[src/sv/kwm_ram.sv]
// ============================================================================
// kwm_ram
// Simple dual-port synchronous RAM, one write and one registered read port.
// ============================================================================
module kwm_ram #(
  parameter int DEPTH = 64,
  parameter int WIDTH = 32
) (
  input  logic                     clk,
  input  logic                     we,
  input  logic [$clog2(DEPTH)-1:0] waddr,
  input  logic [WIDTH-1:0]         wdata,
  input  logic [$clog2(DEPTH)-1:0] raddr,
  output logic [WIDTH-1:0]         rdata
);

  logic [WIDTH-1:0] mem [DEPTH];

  always_ff @(posedge clk) begin
    if (we) begin
      mem[waddr] <= wdata;
    end
  end

  always_ff @(posedge clk) begin
    rdata <= mem[raddr];
  end

endmodule

[config.mk]
export PLATFORM = sky130hd
export DESIGN_NAME = kwm_ram
export DESIGN_NICKNAME = d
export VERILOG_FILES = /design/src/sv/kwm_ram.sv
export SDC_FILE = /design/constraint.sdc
export NUM_CORES = 2
export LEC_CHECK = 0
export ABC_CLOCK_PERIOD_IN_PS = 5000
export BUFFER_PORTS_ARGS = -buffer_cell sky130_fd_sc_hd__buf_2
export CORE_MARGIN = 2
export CORE_UTILIZATION = 30
export CTS_BUF_LIST = sky130_fd_sc_hd__clkbuf_8 sky130_fd_sc_hd__clkbuf_16
export DETAILED_ROUTE_END_ITERATION = 16
export PLACE_DENSITY_LB_ADDON = 0.12
export SETUP_SLACK_MARGIN = 0.2
export SLEW_MARGIN = 5
export SYNTH_ARGS = -nofsm -noshare
export SYNTH_HDL_FRONTEND = slang
export SYNTH_SLANG_ARGS = --single-unit
[constraint.sdc]
create_clock -name clk -period 5 [get_ports clk]
set_input_delay 0.25 -clock clk [delete_from_list [all_inputs] [get_ports clk]]
set_output_delay 0.25 -clock clk [all_outputs]
set_load 0.01 [all_outputs]
==> key figures <==
Floorplanning
  • Ports: 78
  • DIE AREA: 266000 sq um
  • Rows: 187
  • Initial core utilization: 30.2%
  • Die Height: 516 um
  • Die width: 516 um
  • Core area: 260000 sq um

Global routing
  • Initial antenna violation count: 23
  • Vias in the first global route: 38200
  • First-pass GRT wire length: 318000 um
  • GR Overflow Total: 0
  • Largest net degree at the start of global routing: 68
  • Total Routing Usage GR: 17.2%

Yosys
  • Synth cell count leaders: edfxtp_1, mux4_2, nor2_1
  • Number of enable flip-flop cells after synthesis: 2048
  • Syn Nets: 3370
  • Yosys warning count: 0
  • Synth top area cells: edfxtp_1, mux4_2, mux2i_1
  • Post-synthesis sequential area ratio: 79.1%
  • Mapped Avg Cell Area: 23.6 sq um
  • Synthesized cell area: 78500 sq um
  • Area leader, netlist: edfxtp_1
  • Number of distinct library cells after synthesis: 34
  • Gate Count Post-Synth: 3324
  • Synth Flop Type: edfxtp_1
  • Synth top area share: 78.3%
  • Post-synth ARST share: 0%
  • Most common cell in the netlist: edfxtp_1
  • FF+latch count, synth: 2080

Timing
  • Final hold violations: 0
  • RSZ-0062 raised after global routing: no
  • Hold WS: 0.0615 ns
  • Minimum clock period after layout: 2.63 ns
  • Final setup vio count: 0
  • Fmax achieved: 380 MHz
  • Worst setup margin: 2.37 ns
  • Setup_tns: 0 ns
  • Period Utilization, post-route: 52.7%
  • Setup Skew: 0.0302 ns
  • Max-slew violation count: 0
  • Slew headroom: 18.4%
  • Slew @ Worst Pin: 1.22 ns

Cells and area
  • Layout cells sized above 1: 31.1%
  • Register area: 62100 sq um
  • Layout Area Growth over Synthesis: 16.6%
  • Fill count: 23900
  • Final #Nets: 3682
  • Footprint of the multi-input gates: 16000 sq um

Worst setup path
  • Worst reg2reg setup slack: 2.67 ns
  • Worst setup EP type: register
  • FF-to-FF End: rdata[1]
  • Worst R2R Path Depth: 4
  • Setup CP Type: primary input to register
  • Worst EP required: 5.70 ns
  • Reg2Reg Launch Point: mem[12][1]
  • WP data arrival: 3.33 ns
  • Crit path max fanout: 67
  • Setup crit start kind: primary input

Drt
  • Vias: 36200
  • DR vias/cell: 4.95
  • Routed WL: 228000 um
  • # DRC: 0
  • Drt pass-1 iters: 5
  • Initial DRC Count: 3473
  • DRT antenna net count: 0
  • Average wire per standard cell: 31.1 um

Place
  • Dpl ws: 1.38 ns
  • RD Place Congestion: 0.725
  • Port bufs: 77
  • Post-DP HPWL: 133000 um

Min path
  • Hold/Removal Path Class: primary input to register
  • Hold Path Depth: 2
  • Hold wc startpoint: wdata[29]
  • Min-Delay Endpoint: mem[35][29]

Pwr
  • Power per cell area: 403 nW/um^2
  • Total power: 36.9 mW
  • VDD IR-drop max: 359 uV
  • Leak Pwr: 28.4 nW

Clock network
  • CTS tree: done
  • Worst skew pair latency: 0.85 ns
  • Postcts setup bufs: 0
  • Clk slew on worst S/H paths: 0.06 ns
  • Cts hold-fix bufs: 0
  • PostCTS Resize Cnt: 0
  • Max clock buf depth: 3
  • Num CTS Buffers: 224
  • Clock Sinks: 2080
  • Clk root buf: clkbuf_16
  • H-Tree Depth: 4

Outcome
  • Status: complete, no violations

Run
  • Max Cap Viol: 0
-- sequential cells by signal, summed over array words and instances (netlist names) --
name,flops
mem,2048
rdata,32
-- kinds of logic after synthesis --
kind of cell / Yosys count / share of synthesized area, %
AOI/OAI and AO/OA: 202 / 1.67
and+or+nand+nor: 223 / 1.27
buffers and inverters: 182 / 1.13
DFF: 2080 / 79.1
muxes: 637 / 16.8
-- layout make-up --
cell class / instances / share of cell area (%)
Timing Repair Buffer: 268 / 2.34
Clock inverter: 158 / 1.03
Clock buffer: 247 / 6.51
Sequential cell: 2080 / 67.9
Tap cell: 3496 / 4.78
Antenna cell: 8 / 0.0219
Multi-Input combinational cell: 1062 / 17.4
-- per-stage QoR --
step,utilization [%],cells,area [sq um]
after floorplan,-,3324,78500
after global placement,32.6,6906,84600
after detailed placement,32.6,6906,84600
after CTS,35.2,7311,91500
after global routing,35.2,7313,91500
final,35.2,7319,91500
-- layout by cell type, fill, tap and decap left out, types with 7 or more instances in the layout --
cell and instances:
nor2_4 62, buf_4 168, buf_2 73, clkbuf_8 20
nand2_1 25, a22oi_1 12, diode_2 8, a21oi_1 62
clkinv_2 37, o22ai_1 84, bufinv_16 9, o221ai_1 27
buf_12 23, dfxtp_1 32, mux2i_1 93, nor2b_1 14
clkbuf_16 227, nand2b_1 7, edfxtp_1 2048, a311oi_1 8
nor2_1 75, inv_1 58, mux4_2 544, clkinv_1 45
-- report_power, final --
group | leakage [nW] | internal (mW) | total, mW | switching (mW)
Combinational | 6.05 | 0.672 | 1.85 | 1.17
Sequential | 18.7 | 19.3 | 19.4 | 0.0957
Clock | 3.63 | 8.89 | 15.7 | 6.78
-- worst max path at each step --
stage / startpoint / endpoint
after floorplan: waddr[3] / mem[48][0]
after global placement: raddr[1] / rdata[21]
after detailed placement: raddr[1] / rdata[21]
after CTS: raddr[1] / rdata[21]
after global routing: raddr[1] / rdata[21]
final: raddr[2] / rdata[6]
-- worst max-delay path, stage by stage --
cell	delay, ns
buf_8	0.61
buf_4	0.43
buf_4	0.37
mux4_2	0.41
o221ai_1	0.34
a21oi_1	0.19
a21oi_1	0.57
nor2_1	0.09
-- routing by layer --
metal  routed length (um)  vias to the layer above  track usage [%]
met4                 3710                        2             3.30
met2               111000                      800             28.2
met5                   18                        -                0
met3                 9280                      274             2.43
met1               104000                    20200             24.3
li1                     -                    14900                -
Power figures use the tool's default switching activity.
